[config.mk]
export PLATFORM = sky130hd
export DESIGN_NAME = ps2_mouse_cursor_tracker_flat
export DESIGN_NICKNAME = d
export VERILOG_FILES = /design/src/design/ps2mct_pkg.sv /design/src/design/ps2mct_if.sv /design/src/design/ps2mct_core.sv /design/src/design/ps2_mouse_cursor_tracker.sv /design/src/flat_wrapper.sv
export SDC_FILE = /design/constraint.sdc
export NUM_CORES = 1
export LEC_CHECK = 0
export BUFFER_PORTS_ARGS = -buffer_cell sky130_fd_sc_hd__buf_2
export CORE_MARGIN = 10
export CORE_UTILIZATION = 45
export CTS_BUF_LIST = sky130_fd_sc_hd__clkbuf_4
export CTS_CLUSTER_SIZE = 16
export DETAILED_ROUTE_END_ITERATION = 10
export GPL_ROUTABILITY_DRIVEN = 0
export PLACE_DENSITY = 0.75
export SYNTH_ARGS = -nofsm -noshare
export SYNTH_HDL_FRONTEND = slang
export SYNTH_SLANG_ARGS = --single-unit
[constraint.sdc]
create_clock -name i_clk -period 8.1 [get_ports i_clk]
set_clock_uncertainty 0.1 [all_clocks]
set_input_delay 1.62 -clock i_clk [delete_from_list [all_inputs] [get_ports i_clk]]
set_output_delay 1.62 -clock i_clk [all_outputs]
set_load 0.005 [all_outputs]
[src/design/ps2mct_pkg.sv]
// ----------------------------------------------------------------------------
// PS/2 mouse cursor tracker package
// Shared types and constants for the cursor tracker, its core and checker.
// ----------------------------------------------------------------------------
package ps2mct_pkg;

    // Configuration port geometry
    localparam int APB_ADDR_W = 4;
    localparam int APB_DATA_W = 32;

    // Field widths
    localparam int SCREEN_W  = 13;
    localparam int CSIZE_W   = 7;
    localparam int POS_W     = 12;
    localparam int BTN_W     = 3;
    localparam int WHEEL_W   = 8;
    localparam int OP_W      = 2;
    localparam int BYTE_W    = 8;

    // Reset values of the configuration and cursor state
    localparam logic [SCREEN_W-1:0] SCREEN_W_RST    = 13'd320;
    localparam logic [SCREEN_W-1:0] SCREEN_H_RST    = 13'd200;
    localparam logic [CSIZE_W-1:0]  SPRITE_SIZE_RST = 7'd8;
    localparam logic [POS_W-1:0]    POS_X_RST       = 12'd160;
    localparam logic [POS_W-1:0]    POS_Y_RST       = 12'd100;

    // Packet decode constants
    localparam int START_BIT     = 3;
    localparam int DX_SIGN_BIT   = 4;
    localparam int DY_SIGN_BIT   = 5;
    localparam int DELTA_LIMIT   = 12;
    localparam int WHEEL_LIMIT   = 64;
    localparam int POS_MAX       = 4095;

    // Operation codes of an input beat
    typedef enum logic [1:0] {
        OP_DATA       = 2'd0,
        OP_TAKE_WHEEL = 2'd1,
        OP_CLR_BTN    = 2'd2,
        OP_RECENTRE   = 2'd3
    } t_op;

    // Register indexes on the configuration port
    typedef enum logic [1:0] {
        REG_SCREEN_W    = 2'd0,
        REG_SCREEN_H    = 2'd1,
        REG_SPRITE_SIZE = 2'd2,
        REG_WHEEL_MODE  = 2'd3
    } t_reg_idx;

    // Position of the next byte inside a packet
    typedef enum logic [1:0] {
        PH_HEAD  = 2'd0,
        PH_DX    = 2'd1,
        PH_DY    = 2'd2,
        PH_WHEEL = 2'd3
    } t_phase;

    // Configuration bundle handed to the core
    typedef struct packed {
        logic [SCREEN_W-1:0] screen_width;
        logic [SCREEN_W-1:0] screen_height;
        logic [CSIZE_W-1:0]  sprite_size;
        logic                wheel_mode;
    } t_cfg;

    // One input beat
    typedef struct packed {
        logic [OP_W-1:0]   op;
        logic [BYTE_W-1:0] data_byte;
        logic              from_aux;
    } t_in_beat;

    // One result beat
    typedef struct packed {
        logic [POS_W-1:0]          cursor_x;
        logic [POS_W-1:0]          cursor_y;
        logic [BTN_W-1:0]          buttons;
        logic signed [WHEEL_W-1:0] wheel_total;
        logic                      packet_done;
        logic                      packet_dropped;
    } t_result;

endpackage

[src/design/ps2mct_if.sv]
// ----------------------------------------------------------------------------
// PS/2 mouse cursor tracker channels
// Valid/ready interfaces for the input byte channel and the result channel.
// ----------------------------------------------------------------------------

// Input channel: one operation or received byte per beat.
interface ps2mct_in_if
    import ps2mct_pkg::*;
();
    logic              valid;
    logic              ready;
    logic [OP_W-1:0]   op;
    logic [BYTE_W-1:0] data_byte;
    logic              from_aux;

    modport source (output valid, output op, output data_byte, output from_aux,
                    input ready);
    modport sink   (input valid, input op, input data_byte, input from_aux,
                    output ready);
endinterface

// Result channel: cursor state and packet flags per beat.
interface ps2mct_out_if
    import ps2mct_pkg::*;
();
    logic                      valid;
    logic                      ready;
    logic [POS_W-1:0]          cursor_x;
    logic [POS_W-1:0]          cursor_y;
    logic [BTN_W-1:0]          buttons;
    logic signed [WHEEL_W-1:0] wheel_total;
    logic                      packet_done;
    logic                      packet_dropped;

    modport source (output valid, output cursor_x, output cursor_y, output buttons,
                    output wheel_total, output packet_done, output packet_dropped,
                    input ready);
    modport sink   (input valid, input cursor_x, input cursor_y, input buttons,
                    input wheel_total, input packet_done, input packet_dropped,
                    output ready);
endinterface

[src/design/ps2mct_core.sv]
// ----------------------------------------------------------------------------
// PS/2 mouse cursor tracker core
// Holds the packet and cursor state and computes one result per beat.
// ----------------------------------------------------------------------------
module ps2mct_core
    import ps2mct_pkg::*;
(
    input  logic     i_clk,
    input  logic     i_rst_n,
    input  logic     i_adv,
    input  t_in_beat i_beat,
    input  t_cfg     i_cfg,
    output t_result  o_result
);

    // Clamp a 9-bit movement delta to the allowed step.
    function automatic logic signed [4:0] clamp_delta(input logic signed [8:0] v);
        logic signed [4:0] res;
        if (v > 9'(DELTA_LIMIT)) begin
            res = 5'(DELTA_LIMIT);
        end else if (v < -9'(DELTA_LIMIT)) begin
            res = -5'(DELTA_LIMIT);
        end else begin
            res = v[4:0];
        end
        return res;
    endfunction

    // Bound a moved position to the screen minus the cursor size.
    function automatic logic [POS_W-1:0] bound_pos(input logic signed [13:0] p,
                                                   input logic [SCREEN_W-1:0] size,
                                                   input logic [CSIZE_W-1:0] csz);
        logic signed [14:0] lim;
        logic [POS_W-1:0]   lim_c;
        logic [POS_W-1:0]   res;
        lim = $signed({2'b00, size}) - $signed({8'b0, csz}) - 15'sd1;
        if (lim < 15'sd0) begin
            lim_c = '0;
        end else if (lim > 15'(POS_MAX)) begin
            lim_c = POS_W'(POS_MAX);
        end else begin
            lim_c = lim[POS_W-1:0];
        end
        if (p < 14'sd0) begin
            res = '0;
        end else if (p > $signed({2'b00, lim_c})) begin
            res = lim_c;
        end else begin
            res = p[POS_W-1:0];
        end
        return res;
    endfunction

    t_phase                    r_phase, n_phase;
    logic [7:0]                r_pkt [3];
    logic [POS_W-1:0]          r_pos_x, n_pos_x;
    logic [POS_W-1:0]          r_pos_y, n_pos_y;
    logic [BTN_W-1:0]          r_buttons, n_buttons;
    logic signed [WHEEL_W-1:0] r_wheel, n_wheel;

    t_op                       op;
    logic [7:0]                b;
    logic                      is_byte;
    logic                      complete;
    logic                      has_wheel;
    logic                      overflow;
    logic [7:0]                head;
    logic [7:0]                dy_byte;
    logic signed [4:0]         dx;
    logic signed [4:0]         dy;
    logic signed [13:0]        sum_x;
    logic signed [13:0]        sum_y;
    logic signed [8:0]         wheel_sum;
    logic signed [WHEEL_W-1:0] wheel_sat;
    logic                      done;
    logic                      dropped;

    assign op      = t_op'(i_beat.op);
    assign b       = i_beat.data_byte;
    assign is_byte = (op == OP_DATA) && i_beat.from_aux;

    // Packet completion: third byte in 3-byte mode, or the wheel byte.
    assign has_wheel = (r_phase == PH_WHEEL);
    assign complete  = is_byte && (has_wheel || (r_phase == PH_DY && !i_cfg.wheel_mode));
    assign head      = r_pkt[0];
    assign overflow  = |head[7:6];
    assign done      = complete && !overflow;
    assign dropped   = complete && overflow;

    // Movement deltas as 9-bit two's complement, clamped.
    assign dy_byte = has_wheel ? r_pkt[2] : b;
    assign dx      = clamp_delta($signed({head[DX_SIGN_BIT], r_pkt[1]}));
    assign dy      = clamp_delta($signed({head[DY_SIGN_BIT], dy_byte}));
    assign sum_x   = $signed({2'b00, r_pos_x}) + $signed({{9{dx[4]}}, dx});
    assign sum_y   = $signed({2'b00, r_pos_y}) - $signed({{9{dy[4]}}, dy});

    // Wheel accumulation with saturation.
    assign wheel_sum = $signed({r_wheel[WHEEL_W-1], r_wheel}) + $signed({b[7], b});
    always_comb begin
        if (wheel_sum > 9'(WHEEL_LIMIT)) begin
            wheel_sat = WHEEL_W'(WHEEL_LIMIT);
        end else if (wheel_sum < -9'(WHEEL_LIMIT)) begin
            wheel_sat = -WHEEL_W'(WHEEL_LIMIT);
        end else begin
            wheel_sat = wheel_sum[WHEEL_W-1:0];
        end
    end

    // Next state for every operation.
    always_comb begin
        n_phase   = r_phase;
        n_pos_x   = r_pos_x;
        n_pos_y   = r_pos_y;
        n_buttons = r_buttons;
        n_wheel   = r_wheel;
        case (op)
            OP_DATA: begin
                if (i_beat.from_aux) begin
                    case (r_phase)
                        PH_HEAD: begin
                            if (b[START_BIT]) begin
                                n_phase = PH_DX;
                            end
                        end
                        PH_DX: begin
                            n_phase = PH_DY;
                        end
                        PH_DY: begin
                            n_phase = i_cfg.wheel_mode ? PH_WHEEL : PH_HEAD;
                        end
                        default: begin
                            n_phase = PH_HEAD;
                        end
                    endcase
                end
                if (done) begin
                    n_buttons = head[BTN_W-1:0];
                    n_pos_x   = bound_pos(sum_x, i_cfg.screen_width, i_cfg.sprite_size);
                    n_pos_y   = bound_pos(sum_y, i_cfg.screen_height, i_cfg.sprite_size);
                    if (has_wheel) begin
                        n_wheel = wheel_sat;
                    end
                end
            end
            OP_TAKE_WHEEL: begin
                n_wheel = '0;
            end
            OP_CLR_BTN: begin
                n_buttons = '0;
            end
            OP_RECENTRE: begin
                n_pos_x = i_cfg.screen_width[SCREEN_W-1:1];
                n_pos_y = i_cfg.screen_height[SCREEN_W-1:1];
            end
            default: begin
                n_phase = r_phase;
            end
        endcase
    end

    // Control and cursor state.
    always_ff @(posedge i_clk) begin
        if (!i_rst_n) begin
            r_phase   <= PH_HEAD;
            r_pos_x   <= POS_X_RST;
            r_pos_y   <= POS_Y_RST;
            r_buttons <= '0;
            r_wheel   <= '0;
        end else if (i_adv) begin
            r_phase   <= n_phase;
            r_pos_x   <= n_pos_x;
            r_pos_y   <= n_pos_y;
            r_buttons <= n_buttons;
            r_wheel   <= n_wheel;
        end
    end

    // Packet byte store; each entry is written before its packet reads it.
    always_ff @(posedge i_clk) begin
        if (i_adv && is_byte) begin
            if (r_phase == PH_HEAD && b[START_BIT]) begin
                r_pkt[0] <= b;
            end
            if (r_phase == PH_DX) begin
                r_pkt[1] <= b;
            end
            if (r_phase == PH_DY) begin
                r_pkt[2] <= b;
            end
        end
    end

    // Result fields; a take reports the total before it is cleared.
    always_comb begin
        o_result.cursor_x       = n_pos_x;
        o_result.cursor_y       = n_pos_y;
        o_result.buttons        = n_buttons;
        o_result.wheel_total    = (op == OP_TAKE_WHEEL) ? r_wheel : n_wheel;
        o_result.packet_done    = done;
        o_result.packet_dropped = dropped;
    end

endmodule

[src/design/ps2_mouse_cursor_tracker.sv]
// ----------------------------------------------------------------------------
// PS/2 mouse cursor tracker
// Decodes PS/2 mouse packets into a clamped cursor, buttons and wheel total.
// ----------------------------------------------------------------------------
// Usage:
//   i_in carries one beat per operation: a received controller byte with its
//   port flag, or a command to take the wheel total, clear the buttons or
//   recentre the cursor. o_out returns exactly one result beat per input
//   beat, in order, with the cursor, buttons, wheel total and packet flags.
//   The APB port sets screen width, screen height, cursor size and the
//   wheel packet mode; write it only while no beat is in flight.
// Pipeline and throughput:
//   A beat is registered at the input, decoded in one pass against the held
//   cursor state, and its result registered in the result register. One
//   beat is taken every cycle while o_out is not stalled; the single pass
//   through the cursor state sets that rate.
// Reset:
//   Synchronous reset empties both stages, restores the default screen and
//   recentres the cursor at 160,100 with buttons and wheel cleared.
// Stall:
//   While o_out is stalled the result holds; the input stage fills once and
//   then i_in.ready drops until the result beat is taken.
// ----------------------------------------------------------------------------
module ps2_mouse_cursor_tracker
    import ps2mct_pkg::*;
(
    input  logic                  i_clk,
    input  logic                  i_rst_n,
    ps2mct_in_if.sink             i_in,
    ps2mct_out_if.source          o_out,
    input  logic                  psel,
    input  logic                  penable,
    input  logic                  pwrite,
    input  logic [APB_ADDR_W-1:0] paddr,
    input  logic [APB_DATA_W-1:0] pwdata,
    output logic [APB_DATA_W-1:0] prdata,
    output logic                  pready
);

    t_cfg     r_cfg;
    t_reg_idx reg_idx;
    logic     cfg_wr;

    logic     r_in_valid;
    t_in_beat r_in;
    logic     r_out_valid;
    t_result  r_out;
    t_result  core_result;
    logic     adv;
    logic     in_take;

    // Configuration registers
    assign pready  = 1'b1;
    assign reg_idx = t_reg_idx'(paddr[3:2]);
    assign cfg_wr  = psel && penable && pwrite && pready;

    always_ff @(posedge i_clk) begin
        if (!i_rst_n) begin
            r_cfg.screen_width  <= SCREEN_W_RST;
            r_cfg.screen_height <= SCREEN_H_RST;
            r_cfg.sprite_size   <= SPRITE_SIZE_RST;
            r_cfg.wheel_mode    <= 1'b0;
        end else if (cfg_wr) begin
            case (reg_idx)
                REG_SCREEN_W:    r_cfg.screen_width  <= pwdata[SCREEN_W-1:0];
                REG_SCREEN_H:    r_cfg.screen_height <= pwdata[SCREEN_W-1:0];
                REG_SPRITE_SIZE: r_cfg.sprite_size   <= pwdata[CSIZE_W-1:0];
                REG_WHEEL_MODE:  r_cfg.wheel_mode    <= pwdata[0];
                default:         r_cfg.wheel_mode    <= r_cfg.wheel_mode;
            endcase
        end
    end

    // Register readback
    always_comb begin
        case (reg_idx)
            REG_SCREEN_W:    prdata = APB_DATA_W'(r_cfg.screen_width);
            REG_SCREEN_H:    prdata = APB_DATA_W'(r_cfg.screen_height);
            REG_SPRITE_SIZE: prdata = APB_DATA_W'(r_cfg.sprite_size);
            REG_WHEEL_MODE:  prdata = APB_DATA_W'(r_cfg.wheel_mode);
            default:         prdata = '0;
        endcase
    end

    // Stage handshake: the input stage moves on when the result slot frees.
    assign adv        = r_in_valid && (!r_out_valid || o_out.ready);
    assign i_in.ready = !r_in_valid || adv;
    assign in_take    = i_in.valid && i_in.ready;

    // Input beat register
    always_ff @(posedge i_clk) begin
        if (!i_rst_n) begin
            r_in_valid <= 1'b0;
        end else if (in_take) begin
            r_in_valid <= 1'b1;
        end else if (adv) begin
            r_in_valid <= 1'b0;
        end
    end

    always_ff @(posedge i_clk) begin
        if (in_take) begin
            r_in.op        <= i_in.op;
            r_in.data_byte <= i_in.data_byte;
            r_in.from_aux  <= i_in.from_aux;
        end
    end

    // Decode and cursor state
    ps2mct_core u_core (
        .i_clk    (i_clk),
        .i_rst_n  (i_rst_n),
        .i_adv    (adv),
        .i_beat   (r_in),
        .i_cfg    (r_cfg),
        .o_result (core_result)
    );

    // Result register
    always_ff @(posedge i_clk) begin
        if (!i_rst_n) begin
            r_out_valid <= 1'b0;
        end else if (adv) begin
            r_out_valid <= 1'b1;
        end else if (o_out.ready) begin
            r_out_valid <= 1'b0;
        end
    end

    always_ff @(posedge i_clk) begin
        if (adv) begin
            r_out <= core_result;
        end
    end

    assign o_out.valid          = r_out_valid;
    assign o_out.cursor_x       = r_out.cursor_x;
    assign o_out.cursor_y       = r_out.cursor_y;
    assign o_out.buttons        = r_out.buttons;
    assign o_out.wheel_total    = r_out.wheel_total;
    assign o_out.packet_done    = r_out.packet_done;
    assign o_out.packet_dropped = r_out.packet_dropped;

endmodule

[src/flat_wrapper.sv]
// flat-port wrapper written by rule: the top's interface ports become plain ports
module ps2_mouse_cursor_tracker_flat import ps2mct_pkg::*;
  (i_clk, i_rst_n, psel, penable, pwrite, paddr, pwdata, prdata, pready, i_in_valid, i_in_op, i_in_data_byte, i_in_from_aux, i_in_ready, o_out_valid, o_out_cursor_x, o_out_cursor_y, o_out_buttons, o_out_wheel_total, o_out_packet_done, o_out_packet_dropped, o_out_ready);
  ps2mct_in_if i_in_i ();
  ps2mct_out_if o_out_i ();
  input  logic i_clk;
  input  logic i_rst_n;
  input  logic psel;
  input  logic penable;
  input  logic pwrite;
  input  logic [APB_ADDR_W-1:0] paddr;
  input  logic [APB_DATA_W-1:0] pwdata;
  output logic [APB_DATA_W-1:0] prdata;
  output logic pready;
  input wire logic [$bits(i_in_i.valid)-1:0] i_in_valid;
  input wire logic [$bits(i_in_i.op)-1:0] i_in_op;
  input wire logic [$bits(i_in_i.data_byte)-1:0] i_in_data_byte;
  input wire logic [$bits(i_in_i.from_aux)-1:0] i_in_from_aux;
  output wire logic [$bits(i_in_i.ready)-1:0] i_in_ready;
  output wire logic [$bits(o_out_i.valid)-1:0] o_out_valid;
  output wire logic [$bits(o_out_i.cursor_x)-1:0] o_out_cursor_x;
  output wire logic [$bits(o_out_i.cursor_y)-1:0] o_out_cursor_y;
  output wire logic [$bits(o_out_i.buttons)-1:0] o_out_buttons;
  output wire logic [$bits(o_out_i.wheel_total)-1:0] o_out_wheel_total;
  output wire logic [$bits(o_out_i.packet_done)-1:0] o_out_packet_done;
  output wire logic [$bits(o_out_i.packet_dropped)-1:0] o_out_packet_dropped;
  input wire logic [$bits(o_out_i.ready)-1:0] o_out_ready;
  assign i_in_i.valid = i_in_valid;
  assign i_in_i.op = i_in_op;
  assign i_in_i.data_byte = i_in_data_byte;
  assign i_in_i.from_aux = i_in_from_aux;
  assign i_in_ready = i_in_i.ready;
  assign o_out_valid = o_out_i.valid;
  assign o_out_cursor_x = o_out_i.cursor_x;
  assign o_out_cursor_y = o_out_i.cursor_y;
  assign o_out_buttons = o_out_i.buttons;
  assign o_out_wheel_total = o_out_i.wheel_total;
  assign o_out_packet_done = o_out_i.packet_done;
  assign o_out_packet_dropped = o_out_i.packet_dropped;
  assign o_out_i.ready = o_out_ready;
  ps2_mouse_cursor_tracker u_core (.i_clk(i_clk), .i_rst_n(i_rst_n), .i_in(i_in_i), .o_out(o_out_i), .psel(psel), .penable(penable), .pwrite(pwrite), .paddr(paddr), .pwdata(pwdata), .prdata(prdata), .pready(pready));
endmodule
-- Word level (Yosys, flattened, before mapping)
Memory sizes are Yosys's and may differ from the RTL's.
Index checks and enable logic that the tools add are counted.
- bits in registers: 121
- memory bits (writable): 24
- word-level logic and storage cells: 135
- memories: 1
- memory list (name ; depth ; width ; read ports ; clocked after Yosys merged registers in ; wr ports ; RTL line ; source):
    u_core.u_core.r_pkt ; 3 ; 8 ; 3 ; 0 ; 1 ; ps2mct_core.sv:55 ; logic [7:0] r_pkt [3];
- add/subtract/negate cells: 7
- order comparisons: 14
- equal/unequal tests: 10
- mux-type cells: 52
- reductions and logical operators: 31
- operators with widths (kind ; count):
    12-bit 2-to-1 mux ; 14
    32-bit one-hot mux with 4 select lines ; 1
    8-bit 2-to-1 mux ; 8
    12-bit one-hot mux with 2 select lines ; 2
    15-bit by 13-bit greater-than comparator with 1-bit output (second input constant) ; 2
    15-bit by 1-bit < comparator with 1-bit output (second input constant) ; 2
    14-bit by 2-bit subtractor with 15-bit output (second input constant) ; 2
    14-bit by 13-bit greater-than comparator with 1-bit output ; 2
    14-bit by 1-bit < comparator with 1-bit output (second input constant) ; 2
    13-bit by 7-bit subtractor with 14-bit output ; 2
    5-bit 2-to-1 mux ; 4
    9-bit by 5-bit greater-than comparator with 1-bit output (second input constant) ; 2
    9-bit by 5-bit < comparator with 1-bit output (second input constant) ; 2
    8-bit one-hot mux with 2 select lines ; 1
    8-bit OR reduction ; 2
    1-bit 2-to-1 mux ; 15
    13-bit by 5-bit adder with 14-bit output ; 1
    13-bit by 5-bit subtractor with 14-bit output ; 1
    2-bit == test (second input constant) ; 6
    1-bit logical AND ; 11
    8-bit by 8-bit adder with 9-bit output ; 1
    9-bit by 8-bit greater-than comparator with 1-bit output (second input constant) ; 1
    9-bit by 7-bit < comparator with 1-bit output (second input constant) ; 1
    2-bit 2-to-1 mux ; 4
    12 further kinds ; 25

-- Depth between registers and ports, before layout
Gate-level depths: netlist (run 1).
- depth in word-level cells: 12
- depth in mapped cells: 28
- gate-level depth less buffers: 25

-- Cells and area by module
A second synthesis (run 1) with hierarchy kept.
- cells, all modules: 1198
- area, all modules: 10686.5 µm²
- modules (own cells, without submodules) (module ; times used ; cells an instance ; area an instance (µm²) ; sequential area each (µm²)):
    ps2mct_core ; 1 ; 945 ; 7409.6 ; 1431.4
    ps2_mouse_cursor_tracker ; 1 ; 253 ; 3276.9 ; 2162.1

-- Worst setup path before layout (run 1)
No wires, ideal clock.
- path kind: register to register
- start point: register u_core.r_cfg[1] in the netlist's numbering
- end point: register u_core.r_out (netlist bit u_core.o_out.cursor_x[1]) (data pin)
- arrival time: 5.489 ns
- required time: 7.735 ns
- setup slack: 2.246 ns
- cell stages (with the launch flop): 26
- buffers on the path: 2
- period minus slack after synthesis: 5.854 ns
- cell sequence: dfxtp_1 -> ha_1 -> inv_1 -> fa_1 -> a21o_1 -> a21o_1 -> a211o_1 -> a21oi_1 -> xnor2_1 -> a31oi_1 -> or4_1 -> nor2b_1 -> clkbuf_1 -> o21ai_0 -> ha_1 -> a21o_1 -> a21o_1 -> a221o_1 -> a221oi_1 -> a41oi_1 -> o311ai_0 -> o41ai_1 -> and3b_1 -> buf_6 -> a222oi_1 -> o21ai_1
- RTL lines (element ; RTL line ; source):
    from (decl) ; ps2_mouse_cursor_tracker.sv:40 ; t_cfg r_cfg;
    to (signal assigned) ; ps2_mouse_cursor_tracker.sv:132 ; r_out <= core_result;
    to (decl) ; ps2_mouse_cursor_tracker.sv:47 ; t_result r_out;

==> results of run 1 <==
[kinds of logic after synthesis]
kind of cell,count (synthesis)
compound gates,359
xor+xnor,53
fa+ha+maj,85
buf+inv,126
flops,144
mux,22
other cells,2
simple gates,437
[placed cells by master (no fill, tap or decap), types with 25 or more instances in the layout]
master	n
sky130_fd_sc_hd__nand2_1	183
sky130_fd_sc_hd__o21ai_0	94
sky130_fd_sc_hd__buf_2	84
sky130_fd_sc_hd__ha_1	80
sky130_fd_sc_hd__nor2_1	78
sky130_fd_sc_hd__dfxtp_1	73
sky130_fd_sc_hd__edfxtp_1	71
sky130_fd_sc_hd__a21oi_1	53
sky130_fd_sc_hd__inv_1	46
sky130_fd_sc_hd__xnor2_1	41
sky130_fd_sc_hd__nor2b_1	31
sky130_fd_sc_hd__nand3_1	27
sky130_fd_sc_hd__a21o_1	27
sky130_fd_sc_hd__a21boi_0	25
[per-layer routing]
metal | GRT usage | vias up | wire length (µm)
met5 | 0 | - | 0
met4 | 0.06648 | 0 | 646
met3 | 0.03463 | 45 | 1689
met2 | 0.3058 | 315 | 13450
met1 | 0.2175 | 4387 | 11780
li1 | - | 4533 | -
[stage by stage]
stage                     power (mW)    util  instance area (µm²)  hold slack [ps]
after floorplan                1.023       -                10590            346.6
after global placement         1.085  0.4842                11060            357.4
after detailed placement       1.092  0.4842                11060            384.4
after CTS                      1.568  0.4968                11350            403.5
after global routing           1.637  0.4969                11350            423.8
final                          1.561  0.4969                11350            404.8
[worst max-delay path, stage by stage (launching register included)]
cell,delay [ps]
sky130_fd_sc_hd__dfxtp_1,420
sky130_fd_sc_hd__ha_1,200
sky130_fd_sc_hd__inv_1,50
sky130_fd_sc_hd__fa_1,410
sky130_fd_sc_hd__a21o_1,200
sky130_fd_sc_hd__a21o_1,230
sky130_fd_sc_hd__a211o_1,350
sky130_fd_sc_hd__a21oi_1,350
sky130_fd_sc_hd__xnor2_1,150
sky130_fd_sc_hd__a31oi_1,240
sky130_fd_sc_hd__or4_1,180
sky130_fd_sc_hd__nor2b_1,680
sky130_fd_sc_hd__o21ai_0,230
sky130_fd_sc_hd__ha_1,340
sky130_fd_sc_hd__a21o_1,160
sky130_fd_sc_hd__a21o_1,170
sky130_fd_sc_hd__a221o_1,340
sky130_fd_sc_hd__a221oi_1,280
sky130_fd_sc_hd__a41oi_1,120
sky130_fd_sc_hd__o311ai_0,340
sky130_fd_sc_hd__o41ai_1,200
sky130_fd_sc_hd__and3b_1,330
sky130_fd_sc_hd__a222oi_1,400
sky130_fd_sc_hd__o21ai_1,180
[cell type report]
class,count,area share
clock inverter,14,0.01356
inverter,47,0.01554
sequential,144,0.3165
clock buffer,18,0.01190
tap,313,0.03449
multi-input combinational,976,0.5661
antenna,1,0.0002204
timing repair buffer,91,0.04166
[cells in the mapped netlist, types with 4 or more instances]
library cell and number:
sky130_fd_sc_hd__a31oi_1 11, sky130_fd_sc_hd__o2111ai_1 6, sky130_fd_sc_hd__buf_2 4, sky130_fd_sc_hd__ha_1 80, sky130_fd_sc_hd__a22o_1 6, sky130_fd_sc_hd__o22ai_1 6, sky130_fd_sc_hd__nor2b_1 31, sky130_fd_sc_hd__a221oi_1 5
sky130_fd_sc_hd__nor3_1 24, sky130_fd_sc_hd__xnor2_1 41, sky130_fd_sc_hd__nor2_1 78, sky130_fd_sc_hd__nand4_1 12, sky130_fd_sc_hd__or2_2 8, sky130_fd_sc_hd__o21ai_0 94, sky130_fd_sc_hd__clkbuf_1 47, sky130_fd_sc_hd__o211ai_1 11
sky130_fd_sc_hd__a21oi_1 53, sky130_fd_sc_hd__buf_1 5, sky130_fd_sc_hd__a211oi_1 8, sky130_fd_sc_hd__buf_4 21, sky130_fd_sc_hd__and2_1 10, sky130_fd_sc_hd__nand2_1 183, sky130_fd_sc_hd__or3_1 7, sky130_fd_sc_hd__o31ai_1 8
sky130_fd_sc_hd__a211o_1 6, sky130_fd_sc_hd__o21ai_1 5, sky130_fd_sc_hd__a22oi_1 11, sky130_fd_sc_hd__inv_1 47, sky130_fd_sc_hd__nand2b_1 14, sky130_fd_sc_hd__and4_1 4, sky130_fd_sc_hd__fa_1 5, sky130_fd_sc_hd__mux2i_1 21
sky130_fd_sc_hd__a21o_1 27, sky130_fd_sc_hd__nor4_1 10, sky130_fd_sc_hd__nand3_1 27, sky130_fd_sc_hd__dfxtp_1 73, sky130_fd_sc_hd__a222oi_1 9, sky130_fd_sc_hd__a21boi_0 25, sky130_fd_sc_hd__edfxtp_1 71, sky130_fd_sc_hd__nor3b_1 7
sky130_fd_sc_hd__o21bai_1 8, sky130_fd_sc_hd__o21a_1 21, sky130_fd_sc_hd__and3_1 6, sky130_fd_sc_hd__a2bb2oi_1 6, sky130_fd_sc_hd__xor2_1 11
[final timing paths]
kind | end | slack, ps | start | depth (start not counted)
worst max register to register | u_core.o_out.cursor_x[1] | 1140 | u_core.r_cfg[1] | 23
worst min register to register | u_core.r_cfg[8] | 400 | u_core.r_cfg[8] | 2
worst max-delay path | u_core.o_out.cursor_x[1] | 1140 | u_core.r_cfg[1] | 23
worst min-delay path | u_core.r_cfg[8] | 400 | u_core.r_cfg[8] | 2
[sequential cells by signal, summed over array words and instances (netlist names)]
| register | flops |
|---|---|
| u_core.u_core.r_phase | 2 |
| u_core.o_out.cursor_x | 12 |
| u_core.u_core.r_wheel | 8 |
| u_core.o_out.cursor_y | 12 |
| u_core.r_cfg | 34 |
| u_core.u_core.r_pos_x | 12 |
| u_core.o_out.valid | 1 |
| u_core.u_core.r_buttons | 3 |
| u_core.u_core.r_pos_y | 12 |
| u_core.o_out.buttons | 3 |
| u_core.r_in | 11 |
| u_core.o_out.packet_done | 1 |
| u_core.u_core.r_pkt | 23 |
| u_core.o_out.packet_dropped | 1 |
| u_core.r_in_valid | 1 |
| u_core.o_out.wheel_total | 8 |
[where the power goes]
group	internal (mW)	switching, mW	total (mW)
registers	0.784	0.0184	0.802
logic	0.110	0.170	0.279
clock network	0.191	0.289	0.479
==> metrics.log, run 1 <==
INFO  metric first_global_vias = 8,881
INFO  metric routed_wl = around 28 mm
INFO  metric drt-initial-drc-count = 669
INFO  metric finalSetupViolCount = 0
INFO  metric ctsLongestPathBuffers = 2
INFO  metric period_minus_slack = ~7000 ps
INFO  metric outcome = finished, final reports clean
INFO  metric synth_adder_area_share = 0.1047
INFO  metric root_buffer = sky130_fd_sc_hd__clkbuf_4
INFO  metric power.density_cell_area = around 140 nW/µm²
INFO  metric io_pins = approximately 130
INFO  metric post_drt_via_cell_ratio = about 5.8
INFO  metric rows = 55
INFO  metric crit_path_start_kind = flop
INFO  metric cp_max_fo = 13
INFO  metric cts_hold_buf = 0
INFO  metric worstPathArrival = 7140 ps
INFO  metric hpwl = approximately 21 mm
INFO  metric number_of_cells_produced_by_synthesis = approximately 1,200
INFO  metric vias = between 9,000 and 10,000
INFO  metric tritoncts = built
INFO  metric max_slew_margin = 0.2338
INFO  metric tightest_slew = about 1100 ps
INFO  metric pre_antenna_drt_iters = 5
INFO  metric synth-xor-area-share = 0.04484
INFO  metric post_synth_instance_area = 10,520 µm²
INFO  metric report.final.slew_viol_count = 0
INFO  metric fraction_of_registers_with_async_set_or_reset_after_synthesis = 0
INFO  metric totalNegativeSetupSlack = 0 ps
INFO  metric clkLatencyLatePin = 580 ps
INFO  metric timing_worst_setup_path_type = flop to flop
INFO  metric p_leak = 4.509 nW
INFO  metric area_fraction_in_compound_gates_after_synthesis = 0.2337
INFO  metric final_min_period_over_clock_period = 0.8589
INFO  metric multiInputGateArea = approximately 6400 µm²
INFO  metric cts_buffers = 17
INFO  metric vdd_ir_drop_max = between 100 and 150 µV
INFO  metric port_buffers = 84
INFO  metric placement.setup.worst_slack = ~1300 ps
INFO  metric number_of_endpoints_with_negative_hold_slack_in_the_final_report = 0
INFO  metric synth-seq-cells = around 140
INFO  metric clk_pin_slew_worst_paths = 140 ps
INFO  metric cts_setup_buffers = 0
INFO  metric synth_top_family_by_area = compound AO/OA/AOI/OAI gates
INFO  metric fillCellCount = 2,174
INFO  metric synth.yosys.seq_area_share = 0.3416
INFO  metric setup.worst_path.end_class = flop
INFO  metric clkSinkCount = about 140
INFO  metric detail-route-antenna-nets = 0
INFO  metric drt_drc_violations_left = 0
INFO  metric routed_wl_per_cell = between 15 and 20 µm
INFO  metric regArea = about 3600 µm²
INFO  metric grt_pass1_wl = 44.66 mm
INFO  metric synth_simple_gate_area_share = 0.1985
INFO  metric cts.repair.resized = 0
INFO  metric design.core.area = about 23,000 µm²
INFO  metric final_instance_count_excl_fillers = 1,604
INFO  metric placed_cells = around 1,600
INFO  metric syn_area_per_cell = 8.566 µm²
INFO  metric synth_enable_flop_cells = 71
INFO  metric floorplan.initialDensity = 0.4604
INFO  metric synth_ff_type = sky130_fd_sc_hd__dfxtp_1
INFO  metric post-synth-top-area-cell = sky130_fd_sc_hd__edfxtp_1
INFO  metric grt_max_degree = 55
INFO  metric fmax_achieved = ~140 MHz
INFO  metric worst-endpoint-required = 8280 ps
INFO  metric yosys_warnings = 0
INFO  metric synth_cell_types = between 80 and 90
INFO  metric fp.dieArea = approximately 30,000 µm²
INFO  metric post_synth_main_area_contributors = sky130_fd_sc_hd__edfxtp_1 20%, sky130_fd_sc_hd__dfxtp_1 14%, sky130_fd_sc_hd__ha_1 9.5%, sky130_fd_sc_hd__nand2_1 6.5%, sky130_fd_sc_hd__o21ai_0 4.5%
INFO  metric layout.nets = 1,416
INFO  metric rsz_0062_raised_after_global_routing = false
INFO  metric synth_top_area_share = 0.2027
INFO  metric layout-area-overhead-vs-synth = 7.934%
INFO  metric grt_remaining_overflow = 0
INFO  metric drive_gt1_frac = 0.1124
INFO  metric global_route.usage.total = 0.1786
INFO  metric max_cap_viol_count = 0
INFO  metric ctsHtreeMaxLevel = 4
INFO  metric muxShareOfSynthArea = 0.02212
INFO  metric chipHeight = approximately 170 µm
INFO  metric worst_hold_path_type = flop to flop
INFO  metric grt_antenna_before_repair = 1
INFO  metric die_width = between 150 and 200 µm
INFO  metric setup_slack = around 1100 ps
Note: power is estimated with default switching activity, not from simulation.
==> run 2, diff against run 1 <==
- CORE_UTILIZATION: 45 -> 25
- PLACE_DENSITY: 0.75 -> 0.52
==> metrics.log, run 2 (synthesized netlist as in run 1, its figures left out) <==
INFO  metric outcome = finished, final reports clean (unchanged)
INFO  metric ctsLongestPathBuffers = 2 (unchanged)
INFO  metric timing_worst_setup_path_type = flop to flop (unchanged)
INFO  metric grt_max_degree = 55 (unchanged)
INFO  metric clkSinkCount = 144 (unchanged)
INFO  metric worst_setup_path_startpoint = u_core.r_cfg[1] (unchanged)
INFO  metric grt_antenna_before_repair = 1 (unchanged)
INFO  metric rsz_0062_raised_after_global_routing = false (unchanged)
INFO  metric max_slew_margin = 0.2474 (was 0.2338)
INFO  metric rows = 75 (was 55)
INFO  metric fp.dieArea = 50,680 µm² (was 29,890 µm²)
INFO  metric power.density_cell_area = 133.5 nW/µm² (was 137.5 nW/µm²)
INFO  metric placement.setup.worst_slack = 1147 ps (was 1308 ps)
INFO  metric cp_max_fo = 9 (was 13)
INFO  metric root_buffer = sky130_fd_sc_hd__clkbuf_4 (unchanged)
INFO  metric worst-endpoint-required = 8340 ps (was 8280 ps)
INFO  metric cts_hold_buf = 0 (unchanged)
INFO  metric p_int = 1.059 mW (was 1.084 mW)
INFO  metric cp_slowest_stage_delay = 790 ps (was 680 ps)
INFO  metric slowest_cell_on_the_critical_path = sky130_fd_sc_hd__nor3_1 (was sky130_fd_sc_hd__nor2b_1)
INFO  metric post_drt_via_cell_ratio = 5.023 (was 5.786)
INFO  metric clock_power_share = 0.298 (was 0.307)
INFO  metric finalSetupViolCount = 0 (unchanged)
INFO  metric period_minus_slack = 7012 ps (was 6957 ps)
INFO  metric grt_remaining_overflow = 0 (unchanged)
INFO  metric finalPower = 1.552 mW (was 1.561 mW)
INFO  metric setup.worst_path.end_class = flop (unchanged)
INFO  metric path_cells = ha_1 > inv_1 > fa_1 > a211oi_2 > nor2_1 > xor2_1 > or3_1 > nor3_1 > and4_1 > o2111ai_1 > o211ai_1 > nand2_1 > ha_1 > nand4_1 > nor4_1 > a21oi_1 > o211ai_1 > o311ai_1 > buf_4 > nor3_1 > a222oi_1 > o21ai_0 (was ha_1 > inv_1 > fa_1 > a21o_1 > a21o_1 > a211o_1 > a21oi_1 > xnor2_1 > a31oi_1 > or4_1 > nor2b_1 > o21ai_0 > ha_1 > a21o_1 > a21o_1 > a221o_1 > a221oi_1 > a41oi_1 > o311ai_0 > o41ai_1 > and3b_1 > a222oi_1 > o21ai_1)
INFO  metric drt-initial-drc-count = 601 (was 669)
INFO  metric rr_startpoint = u_core.r_cfg[1] (unchanged)
INFO  metric crit_path_start_kind = flop (unchanged)
INFO  metric clk_pin_slew_worst_paths = 140 ps (about the same)
INFO  metric ff2ff_setup_slack = 1090 ps (was 1140 ps)
INFO  metric detail-route-antenna-nets = 0 (unchanged)
INFO  metric share_seq_of_total_power = 0.518 (was 0.514)
INFO  metric worst_hold_path_type = flop to flop (unchanged)
INFO  metric largest_registers = u_core.r_cfg (34), u_core.u_core.r_pkt (23) (unchanged)
INFO  metric report.final.slew_viol_count = 0 (unchanged)
INFO  metric final_cell_area = 11,620 µm² (was 11,350 µm²)
INFO  metric cts_buffers = 17 (unchanged)
INFO  metric fillCellCount = 4,481 (was 2,174)
INFO  metric cts_setup_buffers = 0 (unchanged)
INFO  metric max_cap_viol_count = 0 (unchanged)
INFO  metric worstPathArrival = 7250 ps (was 7140 ps)
INFO  metric vdd_ir_drop_max = 59.60 µV (was 102.6 µV)
INFO  metric crit-reg2reg-capture = u_core.o_out.cursor_y[3] (was u_core.o_out.cursor_x[1])
INFO  metric port_buffers = 84 (unchanged)
INFO  metric vias = 9,197 (was 9,280)
INFO  metric hpwl = 23.50 mm (was 20.65 mm)
INFO  metric fmax_achieved = 142.6 MHz (was 143.7 MHz)
INFO  metric dpl-instance-area = 11,360 µm² (was 11,060 µm²)
INFO  metric worst_setup_path_endpoint = u_core.o_out.cursor_y[3] (was u_core.o_out.cursor_x[1])
INFO  metric final_cell_mix = 183 x sky130_fd_sc_hd__nand2_1, 94 x sky130_fd_sc_hd__o21ai_0, 84 x sky130_fd_sc_hd__buf_2 (unchanged)
INFO  metric first_global_vias = 8,799 (was 8,881)
INFO  metric setup_slack = 1088 ps (was 1143 ps)
INFO  metric layout.nets = 1,417 (was 1,416)
INFO  metric registers.top_by_ff_count = u_core.r_cfg (unchanged)
INFO  metric clkLatencyLatePin = 600 ps (was 580 ps)
INFO  metric min_path_cells = 2 (unchanged)
INFO  metric placed_cells = 1,798 (was 1,571)
INFO  metric design.core.area = 41,760 µm² (was 22,850 µm²)
INFO  metric tightest_slew = 1127 ps (was 1147 ps)
INFO  metric power.switching_fraction = 0.3171 (was 0.3053)
INFO  metric grt_pass1_wl = 48.42 mm (was 44.66 mm)
INFO  metric largest_register_ff_count = 34 (unchanged)
INFO  metric path_depth_of_the_worst_reg2reg_path = 22 (was 23)
INFO  metric regArea = 3593 µm² (unchanged)
INFO  metric global_route.usage.total = 0.1201 (was 0.1786)
INFO  metric floorplan.initialDensity = 0.2519 (was 0.4604)
INFO  metric cts.repair.resized = 0 (unchanged)
INFO  metric totalNegativeSetupSlack = 0 ps (unchanged)
INFO  metric die_width = 225.1 µm (was 172.9 µm)
INFO  metric pre_antenna_drt_iters = 6 (was 5)
INFO  metric multiInputGateArea = 6432 µm² (was 6427 µm²)
INFO  metric chipHeight = 225.1 µm (was 172.9 µm)
INFO  metric net_switching_power_of_the_design = 0.4921 mW (was 0.4766 mW)
INFO  metric io_pins = 126 (unchanged)
INFO  metric final_common_cell = sky130_fd_sc_hd__nand2_1 (unchanged)
INFO  metric number_of_endpoints_with_negative_hold_slack_in_the_final_report = 0 (unchanged)
INFO  metric final_instance_count_excl_fillers = 1,831 (was 1,604)
INFO  metric routed_wl_per_cell = 16.95 µm (was 17.19 µm)
INFO  metric pwr-share-comb = 0.184 (was 0.179)
INFO  metric drive_gt1_frac = 0.1146 (was 0.1124)
INFO  metric drt_drc_violations_left = 0 (unchanged)
INFO  metric ctsHtreeMaxLevel = 4 (unchanged)
INFO  metric final_min_period_over_clock_period = 0.8657 (was 0.8589)
INFO  metric tritoncts = built (unchanged)
INFO  metric routed_wl = 31.04 mm (was 27.57 mm)
INFO  metric layout-area-overhead-vs-synth = 10.48% (was 7.934%)
INFO  metric p_leak = 4.503 nW (was 4.509 nW)
-- run 2: changes by cell type in the layout (fill, tap and decap cells not counted), sizes merged --
cell	before	now
clkinvlp	3	4
buf	91	92
clkbuf	18	20
clkinv	4	3
inv	52	51
bufinv	2	1
-- run 2: worst min path at each step --
stage | end | startpoint
after global routing | u_core.u_core.r_pos_y[4] | u_core.u_core.r_pos_y[4]
final | u_core.u_core.r_pos_y[4] | u_core.u_core.r_pos_y[4]
after detailed placement | u_core.u_core.r_pos_y[4] | u_core.u_core.r_pos_y[4]
after global placement | u_core.u_core.r_pos_y[0] | u_core.u_core.r_pos_y[0]
after CTS | u_core.u_core.r_pos_y[4] | u_core.u_core.r_pos_y[4]
after floorplan | u_core.u_core.r_pos_y[0] | u_core.u_core.r_pos_y[0]
-- run 2: layer usage --
layer / vias up / global-route usage / share of wire
met4: 0 / 0.03747 / 0.019
met2: 215 / 0.2083 / 0.49
met5: - / 0 / 0
met1: 4399 / 0.1505 / 0.46
met3: 34 / 0.01705 / 0.038
li1: 4549 / - / -
-- run 2: power by group through the flow --
stage	sequential [mW]	combinational [mW]	clock, mW
global placement	0.820	0.280	0
detailed placement	0.820	0.283	0
floorplan	0.811	0.212	0
CTS	0.804	0.285	0.479
finish	0.804	0.285	0.463
global route	0.806	0.321	0.505
-- run 2: worst max-delay path, delay by kind of cell (launching register included) --
kind,cells,cell delay [ps]
fa+ha+maj,3,930
simple gates,8,2690
xor+xnor,1,210
buf+inv,2,250
compound gates,8,2140
flops,1,440
-- run 2: stage by stage --
| stage | utilization | hold slack (ps) |
|---|---|---|
| 2_1_floorplan | - | 346.6 |
| 3_3_place_gp | 0.2720 | 359.7 |
| 3_5_place_dp | 0.2720 | 376.7 |
| 4_1_cts | 0.2782 | 395.4 |
| 5_1_grt | 0.2783 | 414.4 |
| 6_report | 0.2783 | 392.5 |
-- run 2: cell type report --
class | instances | share of cell area
multi-input cells | 976 | 0.5535
clock buffers | 20 | 0.01292
flip-flops and latches | 144 | 0.3092
inverters | 47 | 0.01518
diodes | 1 | 0.0002153
repair buffers | 92 | 0.04134
clock inverters | 12 | 0.009582
well taps | 539 | 0.05803
